**src/design/sorted_priority_table_macros.svh**
```systemverilog
// Assertion macros used by the sorted priority table sequencer.
`ifndef SORTED_PRIORITY_TABLE_MACROS_SVH
`define SORTED_PRIORITY_TABLE_MACROS_SVH

`ifndef ASSERT_OFF

`define SPT_ASSERT(lbl, clk, rst, prop, msg) \
  lbl: assert property (@(posedge clk) disable iff (rst) prop) else $error(msg);

`define SPT_ASSERT_ALWAYS(lbl, clk, prop, msg) \
  lbl: assert property (@(posedge clk) prop) else $error(msg);

`else

`define SPT_ASSERT(lbl, clk, rst, prop, msg)

`define SPT_ASSERT_ALWAYS(lbl, clk, prop, msg)

`endif

`endif

```
**src/design/spt_pkg.sv**
```systemverilog
// Types and constants shared by the sorted priority table modules.
package spt_pkg;

  localparam int ID_W   = 16;
  localparam int PRIO_W = 8;
  localparam int CNT_W  = 5;

  localparam logic [1:0] CMD_INSERT    = 2'd0;
  localparam logic [1:0] CMD_REM_HIGH  = 2'd1;
  localparam logic [1:0] CMD_REM_GIVEN = 2'd2;

  localparam logic [1:0] ST_DONE    = 2'd0;
  localparam logic [1:0] ST_FULL    = 2'd1;
  localparam logic [1:0] ST_NOMATCH = 2'd2;

  typedef struct packed {
    logic [1:0]        cmd;
    logic [ID_W-1:0]   entry_id;
    logic [PRIO_W-1:0] priority_req;
  } req_t;

  typedef struct packed {
    logic [1:0]       status;
    logic [CNT_W-1:0] removed_count;
    logic [CNT_W-1:0] occupancy;
  } rsp_t;

  typedef struct packed {
    logic [ID_W-1:0]   id;
    logic [PRIO_W-1:0] prio;
  } entry_t;

  typedef enum logic [3:0] {
    S_IDLE,
    S_INS_RD,
    S_INS_LOOP,
    S_INS_PUT,
    S_HI_RD,
    S_HI_CAP,
    S_RM_RD,
    S_RM_LOOP,
    S_RM_FIN,
    S_RESP
  } state_t;

endpackage

```
**src/design/sorted_priority_table.sv**
```systemverilog
// Top level of the sorted priority table: sequencer, slot memory and response register.
//
// The table holds up to DEPTH (id, priority) entries in ascending priority order, equal
// priorities in arrival order. One request is taken at a time through the single read
// port of the slot memory, one slot per cycle: an insert scans the entries above the
// insert point, a remove-given scans the whole fill level, and a remove-highest reads the
// top entry and then scans the whole fill level for its priority. The response is
// held in an output register, so a new request can be taken while it waits.
module sorted_priority_table #(
  parameter int DEPTH = 16
) (
  input  logic          clk,
  input  logic          rst,
  input  logic          req_valid,
  output logic          req_ready,
  input  spt_pkg::req_t req,
  output logic          rsp_valid,
  input  logic          rsp_ready,
  output spt_pkg::rsp_t rsp
);
  import spt_pkg::*;

  localparam int AW = $clog2(DEPTH);
  localparam int CW = $clog2(DEPTH + 1);

  logic          res_valid;
  logic          res_ready;
  rsp_t          res;
  logic          mem_we;
  logic [AW-1:0] mem_waddr;
  entry_t        mem_wdata;
  logic [AW-1:0] mem_raddr;
  entry_t        mem_rdata;

  assign res_ready = !rsp_valid || rsp_ready;

  spt_seq #(
    .DEPTH(DEPTH),
    .AW   (AW),
    .CW   (CW)
  ) u_seq (
    .clk      (clk),
    .rst      (rst),
    .req_valid(req_valid),
    .req_ready(req_ready),
    .req      (req),
    .res_valid(res_valid),
    .res_ready(res_ready),
    .res      (res),
    .mem_we   (mem_we),
    .mem_waddr(mem_waddr),
    .mem_wdata(mem_wdata),
    .mem_raddr(mem_raddr),
    .mem_rdata(mem_rdata)
  );

  spt_mem #(
    .DEPTH(DEPTH),
    .AW   (AW)
  ) u_mem (
    .clk  (clk),
    .we   (mem_we),
    .waddr(mem_waddr),
    .wdata(mem_wdata),
    .raddr(mem_raddr),
    .rdata(mem_rdata)
  );

  always_ff @(posedge clk) begin
    if (rst) begin
      rsp_valid <= 1'b0;
    end else if (res_valid && res_ready) begin
      rsp_valid <= 1'b1;
    end else if (rsp_ready) begin
      rsp_valid <= 1'b0;
    end
  end

  always_ff @(posedge clk) begin
    if (res_valid && res_ready) begin
      rsp <= res;
    end
  end

endmodule

```
**src/design/spt_mem.sv**
```systemverilog
// Slot memory holding the table entries, one write and one registered read port.
module spt_mem #(
  parameter int DEPTH = 16,
  parameter int AW    = 4
) (
  input  logic            clk,
  input  logic            we,
  input  logic [AW-1:0]   waddr,
  input  spt_pkg::entry_t wdata,
  input  logic [AW-1:0]   raddr,
  output spt_pkg::entry_t rdata
);
  import spt_pkg::*;

  entry_t mem [DEPTH];

  always_ff @(posedge clk) begin
    if (we) begin
      mem[waddr] <= wdata;
    end
    rdata <= mem[raddr];
  end

endmodule

```
**src/design/spt_seq.sv**
```systemverilog
// Command sequencer that scans, shifts and compacts the slot memory one slot per cycle.
module spt_seq #(
  parameter int DEPTH = 16,
  parameter int AW    = 4,
  parameter int CW    = 5
) (
  input  logic            clk,
  input  logic            rst,
  input  logic            req_valid,
  output logic            req_ready,
  input  spt_pkg::req_t   req,
  output logic            res_valid,
  input  logic            res_ready,
  output spt_pkg::rsp_t   res,
  output logic            mem_we,
  output logic [AW-1:0]   mem_waddr,
  output spt_pkg::entry_t mem_wdata,
  output logic [AW-1:0]   mem_raddr,
  input  spt_pkg::entry_t mem_rdata
);
  import spt_pkg::*;

  `include "sorted_priority_table_macros.svh"

  state_t            state, state_next;
  logic [CW-1:0]     fill;
  logic [CW-1:0]     wr_cnt;
  logic [CW-1:0]     rem;
  logic [AW-1:0]     cur;
  logic [PRIO_W-1:0] key;
  logic [ID_W-1:0]   new_id;
  logic [1:0]        status_r;

  logic          accept;
  logic          is_full;
  logic          is_empty;
  logic          slot_gt;
  logic          slot_eq;
  logic          rm_last;
  logic [AW-1:0] last_idx;

  assign accept   = req_valid && req_ready;
  assign is_full  = (fill == CW'(DEPTH));
  assign is_empty = (fill == '0);
  assign last_idx = AW'(fill - 1'b1);
  assign slot_gt  = (mem_rdata.prio > key);
  assign slot_eq  = (mem_rdata.prio == key);
  assign rm_last  = (cur == last_idx);

  always_comb begin
    state_next = state;
    unique case (state)
      S_IDLE: begin
        if (req_valid) begin
          unique case (req.cmd)
            CMD_INSERT: begin
              if (is_full) begin
                state_next = S_RESP;
              end else if (is_empty) begin
                state_next = S_INS_PUT;
              end else begin
                state_next = S_INS_RD;
              end
            end
            CMD_REM_HIGH:  state_next = is_empty ? S_RESP : S_HI_RD;
            CMD_REM_GIVEN: state_next = is_empty ? S_RESP : S_RM_RD;
            default:       state_next = S_RESP;
          endcase
        end
      end
      S_INS_RD: state_next = S_INS_LOOP;
      S_INS_LOOP: begin
        if (!slot_gt) begin
          state_next = S_RESP;
        end else if (cur == '0) begin
          state_next = S_INS_PUT;
        end
      end
      S_INS_PUT: state_next = S_RESP;
      S_HI_RD:   state_next = S_HI_CAP;
      S_HI_CAP:  state_next = S_RM_RD;
      S_RM_RD:   state_next = S_RM_LOOP;
      S_RM_LOOP: begin
        if (rm_last) begin
          state_next = S_RM_FIN;
        end
      end
      S_RM_FIN: state_next = S_RESP;
      S_RESP: begin
        if (res_ready) begin
          state_next = S_IDLE;
        end
      end
      default: state_next = S_IDLE;
    endcase
  end

  always_comb begin
    req_ready          = 1'b0;
    res_valid          = 1'b0;
    mem_we             = 1'b0;
    mem_waddr          = cur;
    mem_wdata          = mem_rdata;
    mem_raddr          = cur;
    res.status         = status_r;
    res.removed_count  = CNT_W'(rem);
    res.occupancy      = CNT_W'(fill);
    unique case (state)
      S_IDLE: req_ready = 1'b1;
      S_INS_LOOP: begin
        mem_we    = 1'b1;
        mem_waddr = AW'(cur + 1'b1);
        mem_raddr = AW'(cur - 1'b1);
        if (!slot_gt) begin
          mem_wdata.id   = new_id;
          mem_wdata.prio = key;
        end
      end
      S_INS_PUT: begin
        mem_we         = 1'b1;
        mem_wdata.id   = new_id;
        mem_wdata.prio = key;
      end
      S_RM_LOOP: begin
        mem_we    = !slot_eq;
        mem_waddr = wr_cnt[AW-1:0];
        mem_raddr = AW'(cur + 1'b1);
      end
      S_RESP: res_valid = 1'b1;
      default: ;
    endcase
  end

  always_ff @(posedge clk) begin
    if (rst) begin
      state <= S_IDLE;
      fill  <= '0;
    end else begin
      state <= state_next;
      if ((state == S_INS_LOOP && !slot_gt) || state == S_INS_PUT) begin
        fill <= CW'(fill + 1'b1);
      end else if (state == S_RM_FIN) begin
        fill <= wr_cnt;
      end
    end
  end

  always_ff @(posedge clk) begin
    unique case (state)
      S_IDLE: begin
        key      <= req.priority_req;
        new_id   <= req.entry_id;
        rem      <= '0;
        wr_cnt   <= '0;
        status_r <= ST_DONE;
        cur      <= '0;
        if (accept) begin
          if (req.cmd == CMD_INSERT) begin
            if (is_full) begin
              status_r <= ST_FULL;
            end else if (!is_empty) begin
              cur <= last_idx;
            end
          end else if (req.cmd == CMD_REM_HIGH) begin
            cur <= last_idx;
            if (is_empty) begin
              status_r <= ST_NOMATCH;
            end
          end else if (req.cmd != CMD_REM_GIVEN || is_empty) begin
            status_r <= ST_NOMATCH;
          end
        end
      end
      S_INS_LOOP: begin
        if (slot_gt && cur != '0) begin
          cur <= AW'(cur - 1'b1);
        end
      end
      S_HI_CAP: begin
        key <= mem_rdata.prio;
        cur <= '0;
      end
      S_RM_LOOP: begin
        cur <= AW'(cur + 1'b1);
        if (slot_eq) begin
          rem <= CW'(rem + 1'b1);
        end else begin
          wr_cnt <= CW'(wr_cnt + 1'b1);
        end
      end
      S_RM_FIN: begin
        status_r <= (rem != '0) ? ST_DONE : ST_NOMATCH;
      end
      default: ;
    endcase
  end

  `SPT_ASSERT(a_fill_bound, clk, rst, fill <= CW'(DEPTH), "fill level exceeds table depth")
  `SPT_ASSERT(a_full_drop, clk, rst, (accept && req.cmd == CMD_INSERT && is_full) |=> (state == S_RESP && status_r == ST_FULL), "insert into full table not dropped")
  `SPT_ASSERT(a_fill_change, clk, rst, !$stable(fill) |-> ($past(state) == S_INS_LOOP || $past(state) == S_INS_PUT || $past(state) == S_RM_FIN), "fill level changed outside a commit step")
  `SPT_ASSERT(a_compact, clk, rst, (state == S_RM_LOOP) |-> ({1'b0, wr_cnt} + {1'b0, rem} == (CW + 1)'(cur)), "kept plus removed count out of step with scan index")
  `SPT_ASSERT(a_idle_no_write, clk, rst, (state == S_IDLE || state == S_RESP) |-> !mem_we, "slot memory written while no command is active")

endmodule
```
**config.mk**
```make
export PLATFORM = sky130hd
export DESIGN_NAME = sorted_priority_table
export DESIGN_NICKNAME = d
export VERILOG_FILES = /design/src/design/spt_pkg.sv /design/src/design/sorted_priority_table.sv /design/src/design/spt_mem.sv /design/src/design/spt_seq.sv
export VERILOG_INCLUDE_DIRS = /design/src /design/src/design
export SDC_FILE = /design/constraint.sdc
export NUM_CORES = 1
export LEC_CHECK = 0
export ABC_AREA = 1
export BUFFER_PORTS_ARGS = -buffer_cell sky130_fd_sc_hd__buf_2
export CAP_MARGIN = 30
export CORE_MARGIN = 10
export CORE_UTILIZATION = 61
export CTS_CLUSTER_DIAMETER = 50
export CTS_CLUSTER_SIZE = 20
export DETAILED_ROUTE_END_ITERATION = 8
export PLACE_DENSITY_LB_ADDON = 0.12
export SETUP_SLACK_MARGIN = 0.3
export SYNTH_ARGS = -nofsm -noshare
export SYNTH_HDL_FRONTEND = slang
export SYNTH_SLANG_ARGS = --single-unit
```
**constraint.sdc**
```tcl
create_clock -name clk -period 2.6 [get_ports clk]
set_clock_uncertainty 0.1 [all_clocks]
set_input_delay 0.52 -clock clk [delete_from_list [all_inputs] [get_ports clk]]
set_output_delay 0.52 -clock clk [all_outputs]
set_load 0.1 [all_outputs]
```
==> results of run 1 <==
[sequential cells by signal, indices dropped and copies added (netlist names)]
register	flops
rsp_valid	1
u_mem.rdata	8
u_seq.cur	4
u_seq.status_r	2
u_mem.mem	128
u_seq.state	4
u_seq.rem	5
rsp	12
u_seq.fill	5
u_seq.wr_cnt	5
u_seq.key	8
[cells in the final DEF (no fill, tap or decap), drive strengths merged]
master / netlist / final
nand2: 254 / 254
inv: 160 / 169
edfxtp: 164 / 164
nand3: 131 / 131
buf: 23 / 96
nor2: 62 / 62
o21ai: 27 / 27
a21oi: 21 / 21
dfxtp: 18 / 18
clkbuf: 2 / 17
ha: 15 / 15
nand4: 6 / 6
xor2: 6 / 6
nor3: 5 / 5
clkinv: 1 / 5
xnor2: 3 / 3
o211ai: 2 / 2
or2: 2 / 2
a32oi: 1 / 1
o41ai: 1 / 1
o22ai: 1 / 1
o2111ai: 1 / 1
a21o: 1 / 1
a31oi: 1 / 1
o21bai: 1 / 1
bufinv: 0 / 1
clkinvlp: 0 / 1
[through the flow]
step	util, %	worst slack, ns	area (um2)
floorplan	-	0.197	8700
global placement	66.4	0.112	9250
detailed placement	66.4	0.104	9250
CTS	73.2	0.301	10200
global route	75.8	0.155	10600
finish	75.8	0.220	10600
[cells by family (layout without fill, tap and decap cells)]
group,Yosys count,count (layout),synth area share (%)
compound gates,57,57,3.64
xor+xnor,9,9,0.906
fa+ha+maj,15,15,2.16
buf+inv,186,289,8.94
flops,182,182,60.7
simple gates,460,460,23.6
[area by class of cell]
cell class                 count  area [um2]  share of cell area (%)
sequential                   182        5290                    50.1
multi-input combinational    541        3010                    28.5
timing repair buffer          96         833                    7.89
inverter                     161         614                    5.82
clock buffer                  17         425                    4.03
tap                          180         225                    2.13
clock inverter                15         154                    1.46
[layer usage]
layer,wire length (um),vias up
li1,-,3152
met1,8880,3149
met2,10500,322
met3,1770,58
met4,663,0
met5,0,-
[power groups by stage]
| stage | registers, mW | clock network [mW] | logic (mW) |
|---|---|---|---|
| after global routing | 4.64 | 2.70 | 7.56 |
| after CTS | 4.55 | 2.58 | 6.33 |
| after global placement | 4.58 | 0 | 5.43 |
| after detailed placement | 4.62 | 0 | 5.65 |
| after floorplan | 4.65 | 0 | 3.77 |
| final | 4.59 | 2.57 | 6.91 |
[synth_stat cells, types with 5 or more instances]
| cell | number |
|---|---|
| sky130_fd_sc_hd__a21oi_1 | 21 |
| sky130_fd_sc_hd__buf_2 | 8 |
| sky130_fd_sc_hd__buf_4 | 12 |
| sky130_fd_sc_hd__dfxtp_1 | 18 |
| sky130_fd_sc_hd__edfxtp_1 | 164 |
| sky130_fd_sc_hd__ha_1 | 15 |
| sky130_fd_sc_hd__inv_1 | 154 |
| sky130_fd_sc_hd__inv_2 | 5 |
| sky130_fd_sc_hd__nand2_1 | 246 |
| sky130_fd_sc_hd__nand2_2 | 5 |
| sky130_fd_sc_hd__nand3_1 | 118 |
| sky130_fd_sc_hd__nand3_2 | 12 |
| sky130_fd_sc_hd__nand4_1 | 6 |
| sky130_fd_sc_hd__nor2_1 | 57 |
| sky130_fd_sc_hd__nor3_1 | 5 |
| sky130_fd_sc_hd__o21ai_0 | 24 |
| sky130_fd_sc_hd__xor2_1 | 6 |
[critical path: stages, from the launching register on]
cell and delay (ns):
sky130_fd_sc_hd__edfxtp_1 0.42, sky130_fd_sc_hd__inv_1 0.08, sky130_fd_sc_hd__ha_1 0.23, sky130_fd_sc_hd__nand2_2 0.09
sky130_fd_sc_hd__nor2_4 0.04, sky130_fd_sc_hd__buf_6 0.10, sky130_fd_sc_hd__nand4_1 0.08, sky130_fd_sc_hd__buf_4 0.15
sky130_fd_sc_hd__nand2_1 0.10, sky130_fd_sc_hd__nand2_4 0.17, sky130_fd_sc_hd__nand3_4 0.15, sky130_fd_sc_hd__nor2_1 0.16
sky130_fd_sc_hd__buf_4 0.21
[timing repair]
action / 4_1_cts / 5_1_grt
setup buffers: 12 / 7
cloned: 5 / 0
pin swaps: 6 / 16
setup endpoints to repair: 249 / 262
resized for setup: 54 / 78
[worst paths after layout]
path                                          to  cells after the start
worst max-delay path            u_mem.mem[15][5]                     12
worst max register to register  u_mem.mem[15][5]                     12
worst min register to register           rsp[11]                      0
worst min-delay path               u_seq.fill[3]                      2
==> run summary, run 1 <==
The fraction of final layout cells with drive strength greater than 1 came out at 21.6%. Combinational logic is responsible for 49.1% of the overall power. In the finished design, the share of the clock period the worst path needs comes to 91.5%. In the global route stage, overall resource usage came out at 22.2%.

The routed via count divided by cell count came out at 5.60. Once layout is complete, the cells apart from fillers number 1192. The relative slew slack came out at 67.5%. The routing usage on met2 is 35.8%. The maximum frequency from static timing analysis came out at 420 MHz. At the pin with the least slew margin, the transition time is 0.490 ns.

The number of global-route vias before repair came to 6411. Clock-pin slew was measured on the worst setup and hold paths at 0.07 ns. STA classifies the critical path startpoint as a flop.

The count of final hold-check violations came out at 0. In the post-synthesis netlist, the biggest area contributors are sky130_fd_sc_hd__edfxtp_1 (57%), sky130_fd_sc_hd__nand2_1 (11%), sky130_fd_sc_hd__nand3_1 (6.8%). The total wirelength of the detailed-routed design is 21.8 mm.

CTS saw 182 sinks. The peak fanout along the critical path is 8. For met3 alone, demand over resource in global routing was 5.89%. At the later pin of the worst-skew pair, clock insertion delay measures 0.44 ns. The number of nets still failing antenna checks after routing is 0. The run finished with clean final reports.

The worst endpoint data arrival time is 2.42 ns. After detailed routing, the average wire length per cell comes to 18.3 um. The part of the Yosys area used for sequential elements is 60.7%. Detailed placement ended at an HPWL of 13.6 mm. The power per cell area is 1330 nW/um2. Once the floorplan was initialized, standard cells occupied 62.4% of the core. The setup path with the least slack is of type flop to flop.

The number of instances in the placed design came out at 1136. The count of endpoints failing setup in the final report came out at 0. The overall die area is 19400 um2.

The worst min-delay path class is input port to flop. The clock period minus final worst setup slack is 2.38 ns. The total negative setup slack came out at 0 ns. The post-layout net count is 1044. 44 I/O pins were placed.

The placeable core region is 13900 um2. The CTS buffer count came out at 17. The met1 track utilization from global routing is 28.3%. The repair_antennas step left the layout with diodes totalling 0.

The startpoint identified for the worst hold timing path is rst. Routability-driven placement finished with a final weighted congestion of 0.916. The endpoint kind of the worst setup timing path is a flop. The overall via count from detail_route is 6681. The number of warning messages in the yosys log came out at 0. No sink is reached through more buffers than the 2 on the longest clock path.

The area added between synthesis and finish came out at 21.3%. The standard-cell row count came out at 43. The net switching power came out at 6.23 mW. IR analysis of the VDD net gives a maximum drop of 0.860 mV. The initial antenna violation count is 0.

Summing every instance area after synthesis gives 8700 um2. The filler cell count in the final layout is 892. The reported leakage power is 4.52 nW.

Data on the critical path is required at its endpoint by 2.64 ns. CTS placed an instance of sky130_fd_sc_hd__clkbuf_16 at the clock tree root. The total number of H-tree levels is 4. The average size of a mapped cell came out at 9.57 um2. The share of total power dissipated in sequential elements is 32.6%. The worst reg-to-reg setup slack is 0.22 ns. After technology mapping, the gate count stands at 909. The number of maximum-capacitance violations came out at 0. The smallest hold slack is 0.168 ns. The startpoint identified for the worst register-to-register timing path is u_seq.key[4]. The synthesized design spends more area on one cell type than any other, namely sky130_fd_sc_hd__edfxtp_1.

The number of nets in the synthesized netlist is 954. Setup repair after global routing could not meet its margin everywhere. The number of design rule violations left after detail routing is 0.

Net switching is 44.3% of the power. The maximum number of pins on one net before global-route repair is 43. The height of the chip is 139 um. The first global-routing pass estimated 34.4 mm of wire. The busiest metal layer after global routing is met2. The total iterations of the first detailed-routing run is 6. The floorplan step set the die width to 139 um. Tracing the worst setup path back leads to its startpoint at u_seq.key[4].

The area share of the largest cell type after synthesis came out at 56.6%. The number of enable-type register cells in the synthesized netlist is 164. Input and output buffers added on the ports amount to 27. Buffers inserted to repair hold after CTS numbered 0. The internal power of the cells totals 7.83 mW. The max-slew violation total from the final report was 0. The TritonCTS clock tree is yes. The design draws 14.1 mW. The number of design-rule violations left by the first detailed-router iteration came out at 787. The most used flip-flop cell after synthesis is sky130_fd_sc_hd__edfxtp_1. The portion of total power attributed to the clock network is 18.3%.

The number of synthesized register bits is 182. The overall overflow remaining after global route is 0. Yosys mapped the design onto 38 distinct sky130hd cell types. The fraction of registers with async set/reset came out at 0%.
Power figures use the tool's default switching activity.
==> run 2, diff against run 1 <==
--- a/config.mk
+++ b/config.mk
@@ -9,12 +9,13 @@
 export ABC_AREA = 1
 export BUFFER_PORTS_ARGS = -buffer_cell sky130_fd_sc_hd__buf_2
 export CAP_MARGIN = 30
+export CORE_ASPECT_RATIO = 0.5
 export CORE_MARGIN = 10
 export CORE_UTILIZATION = 61
 export CTS_CLUSTER_DIAMETER = 50
 export CTS_CLUSTER_SIZE = 20
 export DETAILED_ROUTE_END_ITERATION = 8
-export PLACE_DENSITY_LB_ADDON = 0.12
+export PLACE_DENSITY = 0.82
 export SETUP_SLACK_MARGIN = 0.3
 export SYNTH_ARGS = -nofsm -noshare
 export SYNTH_HDL_FRONTEND = slang
==> run summary, run 2 (synthesized netlist as in run 1, its figures left out) <==
The run finished with clean final reports. The CTS buffer count came to 17 (unchanged). The worst hold path belongs to the class input port to flop. The relative slew slack is 64.4% (-3.1 points).

Leaving out fill and tap cells, the most frequent cell in the layout is sky130_fd_sc_hd__nand2_1. The power per cell area came out at 1410 nW/um2 (+5.9%). The largest registers in the layout are u_mem.mem (128), rsp (12). The fraction of power spent switching nets is 45.4% (+1.1 points).

The relative contribution of sequential cells to total power is 29.7% (-2.9 points). The length in cells of the worst reg-to-reg path came out at 8 (-4). The maximum number of pins on one net before global-route repair came out at 35 (-19%).

The number of I/O pins is 44 (unchanged). The overall overflow remaining after global route came out at 0 (unchanged). The number of design rule violations left after detail routing is 0 (unchanged).

The fraction of power consumed by combinational cells is 52.5% (+3.4 points). The number of global-route vias before repair was 6621 (+3.3%). The fraction of final layout cells with drive strength greater than 1 is 24.2% (+2.5 points).

The portion of total power attributed to the clock network came out at 17.8% (-0.5 points). The total number of H-tree levels came to 4 (unchanged). The smallest hold slack is 0.191 ns (+0.0238 ns). Walking the worst path, the cells encountered are buf_4 -> nand3_1 -> xor2_1 -> nand2_1 -> a31oi_4 -> nand2_2 -> nor2_1 -> buf_4. The worst slack after detailed placement came out at -0.0326 ns (-0.137 ns). The max-slew violation total from the final report came to 0 (unchanged). The height of the chip is 104 um (-25%). The largest stage delay on the critical path came out at 0.46 ns (+0.04 ns).

The slew at the pin closest to its max-slew limit came out at 0.533 ns (+0.0430 ns). Ranked by flip-flop count, first place goes to u_mem.mem. The endpoint identified for the worst register-to-register timing path is u_mem.mem[10][4]. In the layout the commonest cells are sky130_fd_sc_hd__nand2_1 (233), sky130_fd_sc_hd__edfxtp_1 (164), sky130_fd_sc_hd__inv_1 (146). The source-to-sink clock delay at the later pin of the worst-skew pair was 0.43 ns (about the same). The placeable core region came to 13700 um2 (-1.4%). The clock sink count came to 182 (unchanged).

The number of maximum-capacitance violations came to 0 (unchanged). The worst endpoint data arrival time came out at 2.49 ns (+0.07 ns). The maximum count of clock buffers along a single path came out at 2 (unchanged). The total wirelength of the detailed-routed design is 26.6 mm (+22%). The ratio of final minimum period to clock period was 94.3% (+2.8 points).

The startpoint identified for the worst register-to-register timing path is u_seq.cur[1]. The peak fanout along the critical path came out at 8 (unchanged). STA classifies the critical path endpoint as a flop.

The flip-flop count of the largest register after layout came out at 128 (unchanged). The critical path in this run is classified as flop to flop. The global-route wire length before repair is 34.6 mm (+0.54%). The overall die area is 19700 um2 (+1.5%). The reported leakage power is 4.71 nW (+4.0%). The standard-cell row count is 30 (-30%). The initial core utilization came to 63.3% (+0.89 points). The cell repeated most along the worst path is sky130_fd_sc_hd__buf_4. The largest voltage drop on the vdd net is 0.727 mV (-15%). The count of final hold-check violations is 0 (unchanged).

The utilization of the core after routing came to 79.0% (+3.3 points). The total iterations of the first detailed-routing run is 6 (unchanged). The area growth from synthesis to layout is 24.7%.

Setup repair after global routing could not meet its margin everywhere. The overall via count from detail_route was 7561 (+13%). The post-layout net count is 1067 (+2.2%).

The post-cts hold buffer count came out at 0 (unchanged). The clock edge transition at the registers on the reported setup and hold paths was 0.08 ns (about the same). The maximum frequency from static timing analysis was 408 MHz (-3.0%). The half-perimeter wire length after placement is 13.6 mm (+0.47%). The worst reg-to-reg setup slack is 0.15 ns (-0.07 ns). The cell chosen for the clock root is sky130_fd_sc_hd__clkbuf_16.

The initial antenna violation count is 0 (unchanged). The worst-case setup margin in the final layout is 0.148 ns (-0.0724 ns). The count of endpoints failing setup in the final report came to 0 (unchanged).

The number of nets still failing antenna checks after routing is 0 (unchanged). The clock period minus final worst setup slack came to 2.45 ns (+0.0724 ns). TritonCTS built the clock tree. The required time at the endpoint of the critical path came out at 2.64 ns (about the same).

The total of buffers placed on input and output ports came out at 27 (unchanged). The filler cell count in the final layout came out at 692 (-22%). The number of design-rule violations left by the first detailed-router iteration came out at 1292 (+64%). For hold timing, the worst endpoint is rsp_valid. The routed via count divided by cell count came to 6.16 (+9.9%). The die extent in x came out at 189 um (+35%). The design internal power came out at 8.37 mW (+6.8%). The final weighted congestion in routability-driven placement is 0.903 (-1.4%). The count of inserted antenna diode cells was 0 (unchanged).

The average wire length per cell after detail routing was 21.7 um (+19%). The final non-filler cell total was 1227 (+2.9%). The net switching power is 6.95 mW (+12%). The kind of start point of the critical path is a flop.

The overall fraction of global-route tracks in use came out at 21.8% (-0.40 points). The worst hold path begins at rst. The slowest cell on the critical path is sky130_fd_sc_hd__edfxtp_1.

The worst hold path depth is 2 (unchanged). The number of instances in the placed design is 1170 (+3.0%). The total chip power is 15.3 mW (+8.9%).
run 2: timing repair:
action	4_1_cts	5_1_grt
setup endpoints to repair	223	255
buffers inserted	4	14
gates resized for setup	36	69
gates cloned	0	7
endpoints found under the hold margin	0	0
pin swaps	4	11
run 2: critical path, delay by kind of cell (launching register included):
kind | cells | cell delay (ns)
buf+inv | 2 | 0.40
flops | 1 | 0.46
simple gates | 4 | 0.58
xor+xnor | 1 | 0.26
compound gates | 1 | 0.35
run 2: worst max path at each step:
stage | start | to | slack, ns
floorplan | u_seq.key[7] | u_mem.mem[0][1] | 0.20
global placement | u_seq.key[7] | u_mem.mem[0][4] | -0.09
detailed placement | u_seq.key[7] | u_mem.mem[1][3] | -0.03
CTS | u_seq.key[7] | u_mem.mem[0][2] | 0.29
global route | u_seq.cur[1] | u_mem.mem[10][4] | 0.13
finish | u_seq.cur[1] | u_mem.mem[10][4] | 0.15
run 2: final cells by class:
class | count | area, um2 | area share, %
sequential | 182 | 5290 | 48.8
multi-input combinational | 541 | 2950 | 27.2
timing repair buffer | 117 | 1100 | 10.1
inverter | 161 | 617 | 5.68
clock buffer | 17 | 425 | 3.92
tap | 192 | 240 | 2.21
clock inverter | 15 | 205 | 1.89
timing repair inverter | 2 | 17.5 | 0.161
run 2: power groups by stage:
stage	combinational, mW	sequential (mW)	clock, mW
floorplan	3.77	4.65	0
global placement	5.96	4.56	0
detailed placement	6.19	4.58	0
CTS	6.53	4.51	2.69
global route	8.39	4.60	2.85
finish	8.04	4.55	2.73
run 2: metrics by stage:
stage | TNS (ns) | instance area (um2)
after floorplan | 0 | 8700
after global placement | -2.79 | 9560
after detailed placement | -0.258 | 9570
after CTS | 0 | 10400
after global routing | 0 | 10900
final | 0 | 10900
run 2: metal layers:
layer  share of wire, %  vias to the layer above  track usage, %
li1                   -                     3197               -
met1                 34                     3474            26.1
met2                 46                      677            36.7
met3                 13                      213            5.09
met4                6.8                        0            10.3
met5                  0                        -               0
